`config.mk`:
```
export PLATFORM = sky130hd
export DESIGN_NAME = touchpad_gesture_to_mouse_core
export DESIGN_NICKNAME = d
export VERILOG_FILES = /design/src/sv/tgm_pkg.sv /design/src/sv/tgm_front.sv /design/src/sv/tgm_queue.sv /design/src/sv/tgm_back.sv /design/src/sv/touchpad_gesture_to_mouse_core.sv
export SDC_FILE = /design/constraint.sdc
export NUM_CORES = 1
export LEC_CHECK = 0
export BUFFER_PORTS_ARGS = -buffer_cell sky130_fd_sc_hd__buf_2
export CORE_ASPECT_RATIO = 1.25
export CORE_UTILIZATION = 35
export DETAILED_ROUTE_END_ITERATION = 6
export HOLD_SLACK_MARGIN = 0.05
export PLACE_DENSITY = 0.46
export SLEW_MARGIN = 40
export SYNTH_ARGS = -nofsm -noshare
export SYNTH_HDL_FRONTEND = slang
export SYNTH_SLANG_ARGS = --single-unit
```
`constraint.sdc`:
```
create_clock -name clk -period 6.4 [get_ports clk]
set_input_delay 1.6 -clock clk [delete_from_list [all_inputs] [get_ports clk]]
set_output_delay 1.6 -clock clk [all_outputs]
set_load 0.05 [all_outputs]
```
`src/sv/tgm_pkg.sv`:
```
// Shared types, register indexes and constants of the touchpad gesture to mouse core.
package tgm_pkg;

    // Field widths.
    localparam int COORD_BITS     = 12;
    localparam int ANCHOR_BITS    = COORD_BITS + 2;
    localparam int CURSOR_BITS    = 16;
    localparam int TIME_BITS      = 32;
    localparam int TIMEOUT_BITS   = 16;
    localparam int SCROLL_BITS    = 3;
    localparam int CFG_INDEX_BITS = 3;
    localparam int CFG_DATA_BITS  = 16;

    // Depth of the queue between the front and back ends.
    localparam int QUEUE_DEPTH = 2;

    // Configuration register indexes.
    localparam logic [CFG_INDEX_BITS-1:0] CFG_BOUND_LEFT   = 3'd0;
    localparam logic [CFG_INDEX_BITS-1:0] CFG_BOUND_TOP    = 3'd1;
    localparam logic [CFG_INDEX_BITS-1:0] CFG_BOUND_RIGHT  = 3'd2;
    localparam logic [CFG_INDEX_BITS-1:0] CFG_BOUND_BOTTOM = 3'd3;
    localparam logic [CFG_INDEX_BITS-1:0] CFG_HOLD_TIMEOUT = 3'd4;
    localparam logic [CFG_INDEX_BITS-1:0] CFG_TAP_LIMIT    = 3'd5;
    localparam logic [CFG_INDEX_BITS-1:0] CFG_WHEEL_STEP   = 3'd6;

    // Configuration reset values.
    localparam logic [COORD_BITS-1:0]   RST_BOUND_LEFT   = '0;
    localparam logic [COORD_BITS-1:0]   RST_BOUND_TOP    = '0;
    localparam logic [COORD_BITS-1:0]   RST_BOUND_RIGHT  = '1;
    localparam logic [COORD_BITS-1:0]   RST_BOUND_BOTTOM = '1;
    localparam logic [TIMEOUT_BITS-1:0] RST_HOLD_TIMEOUT = 16'd700;
    localparam logic [COORD_BITS-1:0]   RST_TAP_LIMIT    = 12'd25;
    localparam logic [COORD_BITS-1:0]   RST_WHEEL_STEP   = 12'd38;

    // Scroll event codes.
    localparam logic [SCROLL_BITS-1:0] SCROLL_NONE  = 3'd0;
    localparam logic [SCROLL_BITS-1:0] SCROLL_UP    = 3'd1;
    localparam logic [SCROLL_BITS-1:0] SCROLL_DOWN  = 3'd2;
    localparam logic [SCROLL_BITS-1:0] SCROLL_RIGHT = 3'd3;
    localparam logic [SCROLL_BITS-1:0] SCROLL_LEFT  = 3'd4;

    // Report slots of one sample, in the order they are sent.
    localparam int SLOT_TAP    = 0;
    localparam int SLOT_RIGHT  = 1;
    localparam int SLOT_HWHEEL = 2;
    localparam int SLOT_VWHEEL = 3;
    localparam int SLOT_FINAL  = 4;
    localparam int SLOT_COUNT  = 5;

    // One touch sample.
    typedef struct packed {
        logic                  primary_down;
        logic [COORD_BITS-1:0] primary_x;
        logic [COORD_BITS-1:0] primary_y;
        logic                  second_down;
        logic                  third_down;
        logic [TIME_BITS-1:0]  now_ms;
    } tgm_in_t;

    // One mouse report.
    typedef struct packed {
        logic signed [CURSOR_BITS-1:0] cursor_x;
        logic signed [CURSOR_BITS-1:0] cursor_y;
        logic                          left_button;
        logic                          right_button;
        logic                          middle_button;
        logic [SCROLL_BITS-1:0]        scroll_event;
        logic                          last_report;
    } tgm_out_t;

    // Configuration register set.
    typedef struct packed {
        logic [COORD_BITS-1:0]   bound_left;
        logic [COORD_BITS-1:0]   bound_top;
        logic [COORD_BITS-1:0]   bound_right;
        logic [COORD_BITS-1:0]   bound_bottom;
        logic [TIMEOUT_BITS-1:0] hold_timeout_ms;
        logic [COORD_BITS-1:0]   tap_move_limit;
        logic [COORD_BITS-1:0]   wheel_step;
    } tgm_cfg_t;

    // Classified sample: everything the back end needs to send its reports.
    typedef struct packed {
        logic signed [CURSOR_BITS-1:0] cursor_x;
        logic signed [CURSOR_BITS-1:0] cursor_y;
        logic                          tap;
        logic                          tap_mid;
        logic                          rclick;
        logic                          rclick_mid;
        logic [SCROLL_BITS-1:0]        hscroll;
        logic [SCROLL_BITS-1:0]        vscroll;
        logic                          wheel_left;
        logic                          wheel_mid;
        logic                          final_left;
        logic                          final_mid;
    } tgm_cmd_t;

endpackage

```
`src/sv/tgm_front.sv`:
```
// Front end: gesture state and classification of each accepted touch sample.
module tgm_front (
    input  logic              clk,
    input  logic              rst_n,
    input  tgm_pkg::tgm_cfg_t cfg,
    input  tgm_pkg::tgm_in_t  sample,
    input  logic              accept,
    output tgm_pkg::tgm_cmd_t cmd
);

    localparam int CB = tgm_pkg::COORD_BITS;
    localparam int AB = tgm_pkg::ANCHOR_BITS;
    localparam int KB = tgm_pkg::CURSOR_BITS;
    localparam int TB = tgm_pkg::TIME_BITS;

    // Gesture state.
    logic                 prev_down_reg, prev_down_next;
    logic [CB-1:0]        prev_x_reg, prev_x_next;
    logic [CB-1:0]        prev_y_reg, prev_y_next;
    logic                 prev_second_reg, prev_second_next;
    logic                 supp_tap_reg, supp_tap_next;
    logic                 supp_right_reg, supp_right_next;
    logic signed [AB-1:0] anchor_x_reg, anchor_x_next;
    logic signed [AB-1:0] anchor_y_reg, anchor_y_next;
    logic [TB-1:0]        press_start_reg, press_start_next;
    logic                 left_held_reg, left_held_next;
    logic                 middle_held_reg, middle_held_next;
    logic [KB-1:0]        cursor_x_reg, cursor_x_next;
    logic [KB-1:0]        cursor_y_reg, cursor_y_next;

    // Next state and command for the current sample.
    always_comb
    begin
        logic                 in_bounds;
        logic                 release_tap;
        logic signed [AB-1:0] xs;
        logic signed [AB-1:0] ys;
        logic signed [AB-1:0] ax;
        logic signed [AB-1:0] ay;
        logic signed [AB-1:0] step_s;
        logic signed [AB-1:0] lim_s;
        logic [TB-1:0]        press_eff;
        logic [TB-1:0]        elapsed;
        logic                 moved;
        logic                 wheel;

        xs        = signed'({2'b00, sample.primary_x});
        ys        = signed'({2'b00, sample.primary_y});
        step_s    = signed'({2'b00, cfg.wheel_step});
        lim_s     = signed'({2'b00, cfg.tap_move_limit});
        ax        = prev_down_reg ? anchor_x_reg : xs;
        ay        = prev_down_reg ? anchor_y_reg : ys;
        press_eff = prev_down_reg ? press_start_reg : sample.now_ms;
        elapsed   = sample.now_ms - press_eff;
        moved     = 1'b0;
        wheel     = 1'b0;

        prev_down_next   = sample.primary_down;
        prev_x_next      = sample.primary_x;
        prev_y_next      = sample.primary_y;
        prev_second_next = sample.second_down;
        supp_tap_next    = supp_tap_reg;
        supp_right_next  = supp_right_reg;
        anchor_x_next    = anchor_x_reg;
        anchor_y_next    = anchor_y_reg;
        press_start_next = press_start_reg;
        left_held_next   = left_held_reg;
        middle_held_next = middle_held_reg;
        cursor_x_next    = cursor_x_reg;
        cursor_y_next    = cursor_y_reg;

        cmd            = '0;
        cmd.hscroll    = tgm_pkg::SCROLL_NONE;
        cmd.vscroll    = tgm_pkg::SCROLL_NONE;

        // A release of an unheld press may click and drops the buttons.
        release_tap = !sample.primary_down && prev_down_reg && !left_held_reg;
        cmd.tap     = release_tap && !supp_tap_reg;
        cmd.tap_mid = middle_held_reg;
        if (release_tap)
        begin
            left_held_next   = 1'b0;
            middle_held_next = 1'b0;
        end

        in_bounds = sample.primary_down &&
                    (sample.primary_x >= cfg.bound_left) &&
                    (sample.primary_x <= cfg.bound_right) &&
                    (sample.primary_y >= cfg.bound_top) &&
                    (sample.primary_y <= cfg.bound_bottom);

        if (!in_bounds)
        begin
            supp_tap_next   = 1'b0;
            supp_right_next = 1'b0;
        end
        else
        begin
            // Relative motion moves the wrapping cursor.
            cursor_x_next = cursor_x_reg + KB'(sample.primary_x) - KB'(prev_x_reg);
            cursor_y_next = cursor_y_reg + KB'(sample.primary_y) - KB'(prev_y_reg);

            anchor_x_next    = ax;
            anchor_y_next    = ay;
            press_start_next = press_eff;

            // Long press holds the left button.
            if (!left_held_reg && (elapsed >= TB'(cfg.hold_timeout_ms)) && !supp_tap_reg)
            begin
                left_held_next = 1'b1;
                supp_tap_next  = 1'b1;
            end

            // Travel from the anchor cancels the tap.
            moved = (xs > ax + lim_s) || (xs < ax - lim_s) ||
                    (ys > ay + lim_s) || (ys < ay - lim_s);
            if (moved)
            begin
                supp_tap_next = 1'b1;
            end

            // Lifting the second finger gives a right click.
            if (!sample.second_down && prev_second_reg && !supp_right_reg)
            begin
                supp_tap_next   = 1'b1;
                supp_right_next = 1'b1;
                left_held_next  = 1'b0;
                cmd.rclick      = 1'b1;
            end
            cmd.rclick_mid = middle_held_reg;

            // Three fingers hold the middle button.
            if (sample.second_down && sample.third_down)
            begin
                supp_tap_next    = 1'b1;
                supp_right_next  = 1'b1;
                left_held_next   = 1'b0;
                middle_held_next = 1'b1;
            end
            else
            begin
                middle_held_next = 1'b0;
            end

            // Two-finger travel steps the anchor and scrolls.
            wheel = sample.second_down &&
                    ((xs > ax + step_s) || (xs < ax - step_s) ||
                     (ys > ay + step_s) || (ys < ay - step_s));
            if (wheel)
            begin
                supp_tap_next   = 1'b1;
                supp_right_next = 1'b1;
                if (xs > ax + step_s)
                begin
                    anchor_x_next = ax + step_s;
                    cmd.hscroll   = tgm_pkg::SCROLL_RIGHT;
                end
                else if (xs < ax - step_s)
                begin
                    anchor_x_next = ax - step_s;
                    cmd.hscroll   = tgm_pkg::SCROLL_LEFT;
                end
                if (ys > ay + step_s)
                begin
                    anchor_y_next = ay + step_s;
                    cmd.vscroll   = tgm_pkg::SCROLL_DOWN;
                end
                else if (ys < ay - step_s)
                begin
                    anchor_y_next = ay - step_s;
                    cmd.vscroll   = tgm_pkg::SCROLL_UP;
                end
            end
        end

        cmd.wheel_left = left_held_next;
        cmd.wheel_mid  = middle_held_next;
        cmd.final_left = left_held_next;
        cmd.final_mid  = middle_held_next;
        cmd.cursor_x   = signed'(cursor_x_next);
        cmd.cursor_y   = signed'(cursor_y_next);
    end

    // State update on each transfer of a sample.
    always_ff @(posedge clk or negedge rst_n)
    begin
        if (!rst_n)
        begin
            prev_down_reg   <= 1'b0;
            prev_x_reg      <= '0;
            prev_y_reg      <= '0;
            prev_second_reg <= 1'b0;
            supp_tap_reg    <= 1'b0;
            supp_right_reg  <= 1'b0;
            anchor_x_reg    <= '0;
            anchor_y_reg    <= '0;
            press_start_reg <= '0;
            left_held_reg   <= 1'b0;
            middle_held_reg <= 1'b0;
            cursor_x_reg    <= '0;
            cursor_y_reg    <= '0;
        end
        else if (accept)
        begin
            prev_down_reg   <= prev_down_next;
            prev_x_reg      <= prev_x_next;
            prev_y_reg      <= prev_y_next;
            prev_second_reg <= prev_second_next;
            supp_tap_reg    <= supp_tap_next;
            supp_right_reg  <= supp_right_next;
            anchor_x_reg    <= anchor_x_next;
            anchor_y_reg    <= anchor_y_next;
            press_start_reg <= press_start_next;
            left_held_reg   <= left_held_next;
            middle_held_reg <= middle_held_next;
            cursor_x_reg    <= cursor_x_next;
            cursor_y_reg    <= cursor_y_next;
        end
    end

    // A tap only happens on release, a right click only while pressed.
    a_tap_excludes_right: assert property (@(posedge clk) disable iff (!rst_n)
        accept |-> !(cmd.tap && (cmd.rclick || cmd.hscroll != tgm_pkg::SCROLL_NONE)))
        else $error("tap and in-bounds events in one sample");

endmodule

```
`src/sv/tgm_queue.sv`:
```
// Short queue of classified samples between the front and back ends.
module tgm_queue #(
    parameter int DEPTH = tgm_pkg::QUEUE_DEPTH
) (
    input  logic              clk,
    input  logic              rst_n,
    input  logic              push,
    input  tgm_pkg::tgm_cmd_t push_data,
    input  logic              pop,
    output logic              full,
    output logic              head_valid,
    output tgm_pkg::tgm_cmd_t head
);

    localparam int PW = (DEPTH > 1) ? $clog2(DEPTH) : 1;
    localparam int NW = $clog2(DEPTH + 1);

    tgm_pkg::tgm_cmd_t entry_reg [DEPTH];
    logic [PW-1:0]     wr_ptr_reg, wr_ptr_next;
    logic [PW-1:0]     rd_ptr_reg, rd_ptr_next;
    logic [NW-1:0]     count_reg, count_next;

    // Pointer and fill count.
    always_comb
    begin
        wr_ptr_next = wr_ptr_reg;
        rd_ptr_next = rd_ptr_reg;
        count_next  = count_reg;
        if (push)
        begin
            wr_ptr_next = (wr_ptr_reg == PW'(DEPTH - 1)) ? '0 : wr_ptr_reg + 1'b1;
        end
        if (pop)
        begin
            rd_ptr_next = (rd_ptr_reg == PW'(DEPTH - 1)) ? '0 : rd_ptr_reg + 1'b1;
        end
        if (push && !pop)
        begin
            count_next = count_reg + 1'b1;
        end
        else if (pop && !push)
        begin
            count_next = count_reg - 1'b1;
        end
    end

    always_ff @(posedge clk or negedge rst_n)
    begin
        if (!rst_n)
        begin
            wr_ptr_reg <= '0;
            rd_ptr_reg <= '0;
            count_reg  <= '0;
        end
        else
        begin
            wr_ptr_reg <= wr_ptr_next;
            rd_ptr_reg <= rd_ptr_next;
            count_reg  <= count_next;
        end
    end

    // Entry storage.
    always_ff @(posedge clk)
    begin
        if (push)
        begin
            entry_reg[wr_ptr_reg] <= push_data;
        end
    end

    assign full       = (count_reg == NW'(DEPTH));
    assign head_valid = (count_reg != '0);
    assign head       = entry_reg[rd_ptr_reg];

    // The front end never writes into a full queue.
    a_no_overflow: assert property (@(posedge clk) disable iff (!rst_n)
        full |-> !push)
        else $error("push into full queue");

endmodule

```
`src/sv/tgm_back.sv`:
```
// Back end: turns each classified sample into its sequence of mouse reports.
module tgm_back (
    input  logic              clk,
    input  logic              rst_n,
    input  logic              head_valid,
    input  tgm_pkg::tgm_cmd_t head,
    output logic              pop,
    output logic              report_valid,
    input  logic              report_stall,
    output tgm_pkg::tgm_out_t report
);

    localparam int SN = tgm_pkg::SLOT_COUNT;

    logic              report_valid_reg;
    tgm_pkg::tgm_out_t report_reg, report_next;
    logic [SN-1:0]     sent_reg, sent_next;
    logic [SN-1:0]     slots;
    logic [SN-1:0]     pend;
    logic [SN-1:0]     pick;
    logic              load;
    logic              is_final;

    // Reports this sample needs, and the first not yet sent.
    always_comb
    begin
        slots = '0;
        slots[tgm_pkg::SLOT_TAP]    = head.tap;
        slots[tgm_pkg::SLOT_RIGHT]  = head.rclick;
        slots[tgm_pkg::SLOT_HWHEEL] = (head.hscroll != tgm_pkg::SCROLL_NONE);
        slots[tgm_pkg::SLOT_VWHEEL] = (head.vscroll != tgm_pkg::SCROLL_NONE);
        slots[tgm_pkg::SLOT_FINAL]  = 1'b1;
        pend     = slots & ~sent_reg;
        pick     = pend & (~pend + 1'b1);
        is_final = pick[tgm_pkg::SLOT_FINAL];
    end

    // Build the picked report.
    always_comb
    begin
        report_next               = '0;
        report_next.cursor_x      = head.cursor_x;
        report_next.cursor_y      = head.cursor_y;
        report_next.scroll_event  = tgm_pkg::SCROLL_NONE;
        if (pick[tgm_pkg::SLOT_TAP])
        begin
            report_next.left_button   = 1'b1;
            report_next.middle_button = head.tap_mid;
        end
        else if (pick[tgm_pkg::SLOT_RIGHT])
        begin
            report_next.right_button  = 1'b1;
            report_next.middle_button = head.rclick_mid;
        end
        else if (pick[tgm_pkg::SLOT_HWHEEL])
        begin
            report_next.left_button   = head.wheel_left;
            report_next.middle_button = head.wheel_mid;
            report_next.scroll_event  = head.hscroll;
        end
        else if (pick[tgm_pkg::SLOT_VWHEEL])
        begin
            report_next.left_button   = head.wheel_left;
            report_next.middle_button = head.wheel_mid;
            report_next.scroll_event  = head.vscroll;
        end
        else
        begin
            report_next.left_button   = head.final_left;
            report_next.middle_button = head.final_mid;
            report_next.last_report   = 1'b1;
        end
    end

    // Load the output register when it is empty or its transfer completes.
    assign load = head_valid && (!report_valid_reg || !report_stall);
    assign pop  = load && is_final;

    always_comb
    begin
        sent_next = sent_reg;
        if (load)
        begin
            sent_next = is_final ? '0 : (sent_reg | pick);
        end
    end

    always_ff @(posedge clk or negedge rst_n)
    begin
        if (!rst_n)
        begin
            report_valid_reg <= 1'b0;
            sent_reg         <= '0;
        end
        else
        begin
            sent_reg <= sent_next;
            if (load)
            begin
                report_valid_reg <= 1'b1;
            end
            else if (!report_stall)
            begin
                report_valid_reg <= 1'b0;
            end
        end
    end

    always_ff @(posedge clk)
    begin
        if (load)
        begin
            report_reg <= report_next;
        end
    end

    assign report_valid = report_valid_reg;
    assign report       = report_reg;

    // The final report of a sample carries no click or scroll.
    a_final_clean: assert property (@(posedge clk) disable iff (!rst_n)
        (report_valid && report.last_report) |->
            (report.scroll_event == tgm_pkg::SCROLL_NONE && !report.right_button))
        else $error("final report carries an event");

    // Progress through a sample is only kept while that sample is at the head.
    a_sent_needs_head: assert property (@(posedge clk) disable iff (!rst_n)
        (sent_reg != '0) |-> head_valid)
        else $error("sent mask without a queued sample");

    // Popping a sample starts the next one from its first report.
    a_pop_clears: assert property (@(posedge clk) disable iff (!rst_n)
        pop |=> (sent_reg == '0))
        else $error("sent mask not cleared after pop");

endmodule

```
`src/sv/touchpad_gesture_to_mouse_core.sv`:
```
// Top level of the touchpad gesture to mouse core: configuration registers and wiring.
//
// Usage: touch samples enter on the sample channel (sample_valid / sample_stall /
// sample); mouse reports leave on the report channel (report_valid / report_stall /
// report). A transfer happens on a rising edge with valid high and stall low.
// Each sample gives one to four reports: optional tap click, right click,
// horizontal and vertical wheel reports in that order, then one state report
// with last_report set.
// The front end classifies a sample in the cycle of its transfer and writes it
// into a two-entry queue; while the receiver does not stall, the back end sends
// one report per cycle from a single output register. The first report of a
// sample passes through the queue entry and then the output register; a sample
// that gives k reports holds the back end until all k are sent, so with an idle
// receiver a new sample can be taken every cycle when each gives a single report.
// When the receiver stalls, the report is held and the queue fills; sample_stall rises
// once the queue is full. Reset clears the gesture state, the queue and the output,
// and loads the configuration defaults. Configuration writes (cfg_we, cfg_index,
// cfg_data) take effect at the edge; the user must write while idle (not enforced).
module touchpad_gesture_to_mouse_core #(
    parameter int QUEUE_DEPTH = tgm_pkg::QUEUE_DEPTH
) (
    input  logic                               clk,
    input  logic                               rst_n,
    input  logic                               sample_valid,
    output logic                               sample_stall,
    input  tgm_pkg::tgm_in_t                   sample,
    output logic                               report_valid,
    input  logic                               report_stall,
    output tgm_pkg::tgm_out_t                  report,
    input  logic                               cfg_we,
    input  logic [tgm_pkg::CFG_INDEX_BITS-1:0] cfg_index,
    input  logic [tgm_pkg::CFG_DATA_BITS-1:0]  cfg_data
);

    localparam int CB = tgm_pkg::COORD_BITS;

    tgm_pkg::tgm_cfg_t cfg_reg;
    tgm_pkg::tgm_cmd_t cmd;
    tgm_pkg::tgm_cmd_t head;
    logic              accept;
    logic              full;
    logic              head_valid;
    logic              pop;

    // Configuration registers.
    always_ff @(posedge clk or negedge rst_n)
    begin
        if (!rst_n)
        begin
            cfg_reg.bound_left      <= tgm_pkg::RST_BOUND_LEFT;
            cfg_reg.bound_top       <= tgm_pkg::RST_BOUND_TOP;
            cfg_reg.bound_right     <= tgm_pkg::RST_BOUND_RIGHT;
            cfg_reg.bound_bottom    <= tgm_pkg::RST_BOUND_BOTTOM;
            cfg_reg.hold_timeout_ms <= tgm_pkg::RST_HOLD_TIMEOUT;
            cfg_reg.tap_move_limit  <= tgm_pkg::RST_TAP_LIMIT;
            cfg_reg.wheel_step      <= tgm_pkg::RST_WHEEL_STEP;
        end
        else if (cfg_we)
        begin
            case (cfg_index)
                tgm_pkg::CFG_BOUND_LEFT:   cfg_reg.bound_left      <= cfg_data[CB-1:0];
                tgm_pkg::CFG_BOUND_TOP:    cfg_reg.bound_top       <= cfg_data[CB-1:0];
                tgm_pkg::CFG_BOUND_RIGHT:  cfg_reg.bound_right     <= cfg_data[CB-1:0];
                tgm_pkg::CFG_BOUND_BOTTOM: cfg_reg.bound_bottom    <= cfg_data[CB-1:0];
                tgm_pkg::CFG_HOLD_TIMEOUT: cfg_reg.hold_timeout_ms <= cfg_data;
                tgm_pkg::CFG_TAP_LIMIT:    cfg_reg.tap_move_limit  <= cfg_data[CB-1:0];
                tgm_pkg::CFG_WHEEL_STEP:   cfg_reg.wheel_step      <= cfg_data[CB-1:0];
                default:                   cfg_reg                 <= cfg_reg;
            endcase
        end
    end

    // Sample transfer is taken whenever the queue has room.
    assign sample_stall = full;
    assign accept       = sample_valid && !full;

    tgm_front u_front (
        .clk    (clk),
        .rst_n  (rst_n),
        .cfg    (cfg_reg),
        .sample (sample),
        .accept (accept),
        .cmd    (cmd)
    );

    tgm_queue #(
        .DEPTH (QUEUE_DEPTH)
    ) u_queue (
        .clk        (clk),
        .rst_n      (rst_n),
        .push       (accept),
        .push_data  (cmd),
        .pop        (pop),
        .full       (full),
        .head_valid (head_valid),
        .head       (head)
    );

    tgm_back u_back (
        .clk          (clk),
        .rst_n        (rst_n),
        .head_valid   (head_valid),
        .head         (head),
        .pop          (pop),
        .report_valid (report_valid),
        .report_stall (report_stall),
        .report       (report)
    );

endmodule
```
## Word-level counts from Yosys, hierarchy flattened

Memory sizes are Yosys's and may differ from the RTL's.
Index checks and enable logic that the tools add are counted.

| word-level totals | value |
|---|---|
| register bits | 259 |
| memory bits (writable) | 92 |
| output and inout bits | 41 |
| logic and storage cells | 186 |
| memories | 1 |

Memories:

| name | depth | width | rd ports | clocked after memory_dff | write ports | line | RTL |
|---|---|---|---|---|---|---|---|
| u_queue.entry_reg | 2 | 46 | 1 | 0 | 1 | tgm_queue.sv:18 | `tgm_pkg::tgm_cmd_t entry_reg [DEPTH];` |

| cells by class | value |
|---|---|
| add/subtract/negate cells | 18 |
| magnitude comparators | 13 |
| equality and inequality tests | 10 |
| multiplexer cells | 55 |
| bitwise gates (word level) | 5 |
| reductions and logical operators | 52 |

Operators with widths:

| cell | count |
|---|---|
| $mux 14 | 8 |
| $add 14x13->14 | 4 |
| $gt 13x14->1 | 4 |
| $lt 13x14->1 | 4 |
| $sub 14x13->14 | 4 |
| $mux 1 | 34 |
| $add 16x12->16 | 2 |
| $ge 32x16->1 | 1 |
| $mux 16 | 2 |
| $mux 32 | 1 |
| $sub 16x12->16 | 2 |
| $sub 32x32->32 | 1 |
| $ge 12x12->1 | 2 |
| $le 12x12->1 | 2 |
| $reduce_and 2->1 | 10 |
| $logic_and 1x1->1 | 18 |
| $mux 3 | 4 |
| $and 5x5->5 | 2 |
| $logic_not 1->1 | 10 |
| $not 5->5 | 2 |
| $eq 3x3->1 const B | 3 |
| $mux 8 | 1 |
| $logic_or 1x1->1 | 7 |
| $eq 3x2->1 const B | 2 |
| 19 further kinds | 23 |

## Longest topological paths before layout

Gate-level depths: netlist of run 1.

| logic depth | value |
|---|---|
| depth after elaboration | 11 |
| gate-level depth with buffers | 26 |

## By module

Synthesis of run 1 repeated with hierarchy kept, for this count alone.

| second synthesis, totals | value |
|---|---|
| cells, all modules | 2,740 |
| area total of the unflattened synthesis | 27,022.2 um^2 |

Modules (own cells, without submodules):

| module | times used | cells each | area an instance (um^2) |
|---|---|---|---|
| tgm_front | 1 | 2,308 | 18,400.1 |
| tgm_queue | 1 | 159 | 3,632.2 |
| touchpad_gesture_to_mouse_core | 1 | 192 | 3,409.5 |
| tgm_back | 1 | 81 | 1,580.3 |

## Worst setup path before layout of run 1

Ideal clock, no wire load.

| timing path | value |
|---|---|
| kind | in2reg |
| start | input sample[35] (netlist name) |
| end | register u_front.anchor_y_reg[11] |
| arrival time | 5.701 ns |
| data required time | 6.264 ns |
| slack | 0.563 ns |
| stages | 20 |
| cells stage by stage | inv_1 o21ai_0 inv_1 fa_1 or2_4 a221oi_4 o21a_1 xor2_1 ha_1 o21ai_0 o21ai_0 a21oi_1 a211oi_1 nand3_1 o221ai_2 buf_2 nand2b_1 o22ai_1 a22oi_1 o21ai_0 |

| on the way | value |
|---|---|
| word-level cells in the longest chain between the ends | 7 |
| elaborated cells on any way between the ends | 16 |
| classes of those cells | add/sub: 2; order compare: 4; mux: 4; reduce/logical: 6 |

RTL lines:

| element | line | RTL |
|---|---|---|
| start, declared | touchpad_gesture_to_mouse_core.sv:26 | `input tgm_pkg::tgm_in_t sample,` |
| $mux 14 | tgm_front.sv:52 | `ay = prev_down_reg ? anchor_y_reg : ys;` |
| $add 14x13->14 | tgm_front.sv:148, tgm_front.sv:163, tgm_front.sv:165 |  |
| $gt 13x14->1 | tgm_front.sv:148, tgm_front.sv:163 |  |
| $logic_or 1x1->1 | tgm_front.sv:147 | `((xs > ax + step_s) \|\| (xs < ax - step_s) \|\|` |
| $logic_or 1x1->1 | tgm_front.sv:148 | `(ys > ay + step_s) \|\| (ys < ay - step_s));` |
| $logic_and 1x1->1 | tgm_front.sv:146 | `wheel = sample.second_down &&` |
| $mux 14 | tgm_front.sv:149 | `if (wheel)` |
| end signal, assigned | tgm_front.sv:212 | `anchor_y_reg <= anchor_y_next;` |
| end, declared | tgm_front.sv:24 | `logic signed [AB-1:0] anchor_y_reg, anchor_y_next;` |

Several ways; a longest one is shown, not always the timed one.
A chain may end at the register's enable or synchronous reset.

==> results of run 1 <==
## Yosys cell counts, drive strengths merged (51+ instances only)
library cell	count	area, sq um
edfxtp	123	3694
nor3	51	271.5
inv	283	1062
a21oi	148	740.7
nor2	165	638.1
xnor2	93	814.5
o21ai	297	1490
dfrtp	184	4604
mux2	106	1194
clkbuf	63	237.7
nand3	57	285.3
ha	325	4066
nand2	269	1010
## cells by family (layout without fill, tap and decap cells)
family	Yosys count	count (layout)	share of synthesized area (%)
fa+ha+maj	358	358	17.88
simple gates	734	734	13.26
flops	343	343	34.96
xor+xnor	127	127	4.207
mux	156	156	6.455
buf+inv	378	610	5.584
other cells	0	2	0
compound gates	744	744	17.66
## per-stage QoR
stage	setup slack (ps)	hold WS [ps]	util, %
floorplan	562.8	421.8	-
global placement	183.3	358.0	38.74
detailed placement	35.01	361.1	38.74
CTS	547.1	373.5	40.57
global route	113.4	394.7	40.62
finish	588.1	374.0	40.62
## worst max-delay path by stage
stage / end / cells after the start / from
floorplan: u_front.anchor_y_reg[11]$_DFFE_PN0P_ / 20 / sample[35]
global placement: u_queue.entry_reg[1][3]$_DFFE_PP_ / 20 / sample[6]
detailed placement: u_queue.entry_reg[0][3]$_DFFE_PP_ / 20 / sample[6]
CTS: u_queue.entry_reg[0][3]$_DFFE_PP_ / 21 / u_front.prev_down_reg$_DFFE_PN0P_
global route: u_queue.entry_reg[1][3]$_DFFE_PP_ / 21 / u_front.prev_down_reg$_DFFE_PN0P_
finish: u_queue.entry_reg[1][3]$_DFFE_PP_ / 21 / u_front.prev_down_reg$_DFFE_PN0P_
## power breakdown
group	switching (mW)	internal, mW	leakage, nW
Combinational	6.26	4.20	8.98
Clock	1.01	1.40	0.666
Sequential	0.408	3.17	3.80
## worst max-delay path, cell delays in order (launching register included)
cell	delay [ps]
dfrtp_4	690
buf_4	320
buf_4	230
mux2i_1	250
ha_1	320
nand4_1	130
a21oi_1	60
o21ai_0	340
nand3_1	210
a31oi_1	240
xnor2_1	110
ha_1	230
a21oi_1	130
o311ai_0	190
or4_1	550
nor3_1	250
o2111ai_1	160
nor4_1	380
o2111ai_1	220
nor4_2	250
buf_4	190
o41ai_1	80
## layer usage
layer,vias to the layer above,GRT usage (%),part of all wire (%)
met3,135,3.253,4.6
li1,10530,-,-
met4,0,7.305,3.3
met2,483,35.80,47
met1,10260,28.21,45
met5,-,0,0
## layout make-up
type	count	area [sq um]	share of cell area, %
antenna	2	5.005	0.01649
timing repair buffer	250	1653	5.447
clock inverter	23	257.7	0.8495
inverter	284	1066	3.513
sequential	343	9249	30.48
tap	969	1212	3.996
multi-input combinational	2119	15790	52.03
clock buffer	53	1111	3.662
==> flow_summary_export.csv, run 1 <==
group,metric,value,unit
outcome,status,"completed",
cts,clock_latency,590,ps
power_and_ir_drop,vdd_drop_max,0.3778,mV
sta,layout_worst_path_cycle_share,90.81,%
power_and_ir_drop,p_leak,13.45,nW
cells_and_area,drive_gt1_share,16.54,%
global_route,grt_max_degree,86,
drt,routed_wl,81700,um
sta,relSlewSlack,50.98,%
logic_synthesis,syn-num-nets,3281,
logic_synthesis,syn_inst,2840,
drt,vias_per_cell,5.295,
cts,cts_hold_buf,0,
cts,cts_tree,"done",
global_route,grt_usage,21.49,%
run,maxCapViolCount,0,
cts,htree_levels,2,
sta,layout_min_cycle_time,5812,ps
worst_hold_path,whs_endpoint,"u_back.sent_reg[4]$_DFFE_PN0P_",
power_and_ir_drop,powerDensity,542.1,nW/um^2
cts,clockBufferDepth,3,
worst_hold_path,hold_start,"u_back.sent_reg[4]$_DFFE_PN0P_",
floorplan,fp.coreArea,74690,sq um
global_route,grt_pass1_wl,125900,um
worst_setup_path,r2r_cells,21,
drt,final_antenna_net_count,0,
cells_and_area,syn_to_final_growth,14.76,%
logic_synthesis,ys_types,104,
worst_setup_path,critPathKind,"reg2reg",
logic_synthesis,synth_edf_count,123,
logic_synthesis,synth_seq_cells,343,
worst_setup_path,crit_required,6720,ps
sta,setup-violations-final,0,
worst_setup_path,crit_fanout,27,
sta,maxSlewViolCount,0,
worst_setup_path,cp.arrival,6130,ps
worst_setup_path,cp-end-kind,"register",
worst_hold_path,hold_depth,0,
logic_synthesis,ys_warn_count,0,
global_route,antenna_found_initial,1,
worst_setup_path,rr_endpoint,"u_queue.entry_reg[1][3]$_DFFE_PP_",
drt,drtIter0Drc,1296,
sta,hold_violations,0,
sta,fin_skew,18.46,ps
floorplan,num_io_pins,124,
floorplan,dieHeight,309.3,um
sta,rsz0062_at_grt,"false",
logic_synthesis,yosysSeqAreaShare,34.96,%
cells_and_area,final_common_cell,"ha_1",
placed_design,port_buffers,123,
cells_and_area,nets,3480,
global_route,grt_overflow,0,
floorplan,start_util,35.40,%
global_route,first_global_vias,21520,
cts,post-cts-setup-buffer-count,0,
placed_design,gp_congestion,0.9102,
logic_synthesis,syn_area,26440,sq um
drt,drc_errors,0,
cells_and_area,fin_cells,4043,
sta,fmax,0.1721,GHz
worst_setup_path,ff2ff_setup_slack,590,ps
floorplan,row_count,112,
sta,worst_pin_slew,731.5,ps
worst_hold_path,worstHoldPathType,"reg2reg",
cts,clkSinkCount,343,
worst_setup_path,critPathLaunchType,"register",
cts,cts_made_buffers,41,
cells_and_area,largest_register_ffs,88,
cells_and_area,finalInstanceArea,30340,sq um
cts,cts-root-buf,"clkbuf_16",
placed_design,place_hpwl,64890,um
logic_synthesis,async_reset_ff_share,64.14,%
cells_and_area,num-fill-cells,7508,
placed_design,dpl_cell_area,28940,sq um
placed_design,place_inst,3964,
drt,drtPass1Iterations,5,
cts,clkTransAtPathRegs,60,ps
drt,vias,21410,
worst_setup_path,rr_startpoint,"u_front.prev_down_reg$_DFFE_PN0P_",
floorplan,die-width,247.8,um
power_and_ir_drop,total_power,16.45,mW
drt,wl_per_cell,20.21,um
cts,cts.repair.resized,0,
sta,fin_setup_tns,0,ps
cells_and_area,mostFrequentLayoutCells,"325 x ha_1, 283 x inv_1, 279 x o21ai_0",
floorplan,die_area,76650,sq um
logic_synthesis,syn_avg_cell_area,9.310,sq um
logic_synthesis,synthFlopType,"dfrtp_1",
Power figures use the tool's default switching activity.
==> run 2, diff against run 1 <==
Settings changed: CTS_CLUSTER_SIZE set to 20.
Clock period 6.4 ns to 7.5 ns, I/O delays scaled along.
==> flow_summary_export.csv, run 2 (synthesis gave the netlist of run 1 again) <==
group,metric,value,unit
outcome,status,"completed",
drt,routed_wl,79910,um
placed_design,gp_congestion,0.9005,
cts,cts-root-buf,"clkbuf_16",
worst_setup_path,slowest_stage,"or4_1",
worst_setup_path,slowest_delay,420,ps
worst_setup_path,cp.arrival,7090,ps
drt,wl_per_cell,20.08,um
power_and_ir_drop,p_int,7.270,mW
power_and_ir_drop,combPwrFrac,62.8,%
cells_and_area,nets,3419,
drt,drc_errors,0,
global_route,grt_pass1_wl,124900,um
worst_setup_path,critPathLaunchType,"input port",
worst_setup_path,cp-end-kind,"register",
cts,htree_levels,2,
sta,relSlewSlack,47.48,%
power_and_ir_drop,powerDensity,460.8,nW/um^2
floorplan,fp.coreArea,74690,sq um
drt,final_antenna_net_count,0,
sta,hold_violations,0,
run,maxCapViolCount,0,
sta,setup-violations-final,0,
sta,rsz0062_at_grt,"false",
cts,clockBufferDepth,3,
floorplan,dieHeight,309.3,um
sta,worst_pin_slew,787.8,ps
floorplan,die-width,247.8,um
drt,drtPass1Iterations,5,
sta,fin_skew,30.06,ps
sta,layout_worst_path_cycle_share,90.38,%
cts,cts_made_buffers,41,
cts,cts_tree,"done",
sta,fin_setup_tns,0,ps
sta,worst_slack,721.4,ps
drt,drtIter0Drc,1183,
worst_setup_path,critical_path.most_common_cell,"o2111ai_1",
power_and_ir_drop,sw_frac_of_total,47.08,%
worst_setup_path,critPathKind,"in2reg",
global_route,grt_max_degree,73,
cells_and_area,largest_register_ffs,88,
global_route,grt_overflow,0,
cells_and_area,diodes,0,
cts,post-cts-setup-buffer-count,0,
cts,clock_latency,600,ps
sta,fin_hold_ws,369.9,ps
floorplan,num_io_pins,124,
worst_hold_path,worstHoldPathType,"reg2reg",
cts,clkSinkCount,343,
worst_setup_path,crit_fanout,5,
cells_and_area,final_common_cell,"ha_1",
power_and_ir_drop,p_leak,13.14,nW
sta,maxSlewViolCount,0,
global_route,grt_usage,21.20,%
placed_design,dpl_worst_slack,219.2,ps
global_route,first_global_vias,21590,
placed_design,place_hpwl,63350,um
power_and_ir_drop,p_switching,6.469,mW
global_route,antenna_found_initial,0,
cells_and_area,mostFrequentLayoutCells,"325 x ha_1, 283 x inv_1, 279 x o21ai_0",
power_and_ir_drop,total_power,13.74,mW
worst_setup_path,crit_required,7810,ps
power_and_ir_drop,clkPwrFrac,14.7,%
drt,vias_per_cell,5.288,
cells_and_area,syn_to_final_growth,12.76,%
cts,cts.repair.resized,0,
worst_setup_path,crit_chain,"buf_2 > inv_1 > o21ai_0 > ha_1 > fa_1 > nand2b_1 > a21oi_1 > o2111ai_1 > a31oi_1 > xor2_1 > ha_1 > a211oi_1 > o22ai_1 > or4_1 > nor3_1 > o2111ai_1 > nor4_1 > o2111ai_1 > nor4_2 > buf_4 > o41ai_1",
power_and_ir_drop,seqPwrFrac,22.5,%
sta,fmax,0.1475,GHz
cells_and_area,fin_util,39.92,%
placed_design,port_buffers,123,
cells_and_area,drive_gt1_share,14.68,%
power_and_ir_drop,vdd_drop_max,0.2495,mV
drt,vias,21040,
cts,cts_hold_buf,0,
floorplan,row_count,112,
floorplan,die_area,76650,sq um
floorplan,start_util,35.40,%
cts,clkTransAtPathRegs,60,ps
sta,layout_min_cycle_time,6779,ps
-- run 2: final timing paths --
| path | start | endpoint | slack [ps] | cells past startpoint |
|---|---|---|---|---|
| worst max-delay path | sample[0] | u_queue.entry_reg[1][3]$_DFFE_PP_ | 720 | 21 |
| worst min-delay path | u_back.sent_reg[4]$_DFFE_PN0P_ | u_back.sent_reg[4]$_DFFE_PN0P_ | 370 | 0 |
| worst max register to register | u_front.prev_down_reg$_DFFE_PN0P_ | u_queue.entry_reg[1][3]$_DFFE_PP_ | 1100 | 19 |
| worst min register to register | u_back.sent_reg[4]$_DFFE_PN0P_ | u_back.sent_reg[4]$_DFFE_PN0P_ | 370 | 0 |
| max in group asynchronous | rst_n | cfg_reg[68]$_DFFE_PN0P_ | 5300 | 2 |
| min in group asynchronous | rst_n | u_front.cursor_x_reg[1]$_DFFE_PN0P_ | 1190 | 1 |
-- run 2: power groups by stage --
stage | sequential [mW] | clock, mW | combinational, mW
5_1_grt | 3.17 | 2.17 | 9.69
2_1_floorplan | 3.30 | 0 | 6.15
3_3_place_gp | 3.12 | 0 | 8.53
3_5_place_dp | 3.13 | 0 | 8.62
4_1_cts | 3.10 | 2.10 | 8.67
6_report | 3.09 | 2.02 | 8.63
-- run 2: critical path: cells and delay by family --
kind,cells,cell delay (ps)
fa+ha+maj,3,870
simple gates,5,1650
buf+inv,3,370
xor+xnor,1,130
compound gates,9,2190
-- run 2: cell type report --
type	instances	area, sq um
fill	7477	44880
multi-input combinational	2119	15800
sequential	343	9249
tap	969	1212
timing repair buffer	189	1145
clock buffer	55	1140
inverter	284	1066
clock inverter	20	205.2
-- run 2: layer usage --
metal,routed length (um),vias up,global-route usage (%)
li1,-,10390,-
met1,36100,10130,27.96
met2,37330,415,35.02
met3,2850,112,2.362
met4,3625,0,9.003
met5,0,-,0
-- run 2: stage by stage --
stage               area [sq um]  cells
floorplan                  26440   2840
global placement           28450   3904
detailed placement         28460   3904
CTS                        29810   3979
global route               29810   3979
finish                     29810   3979
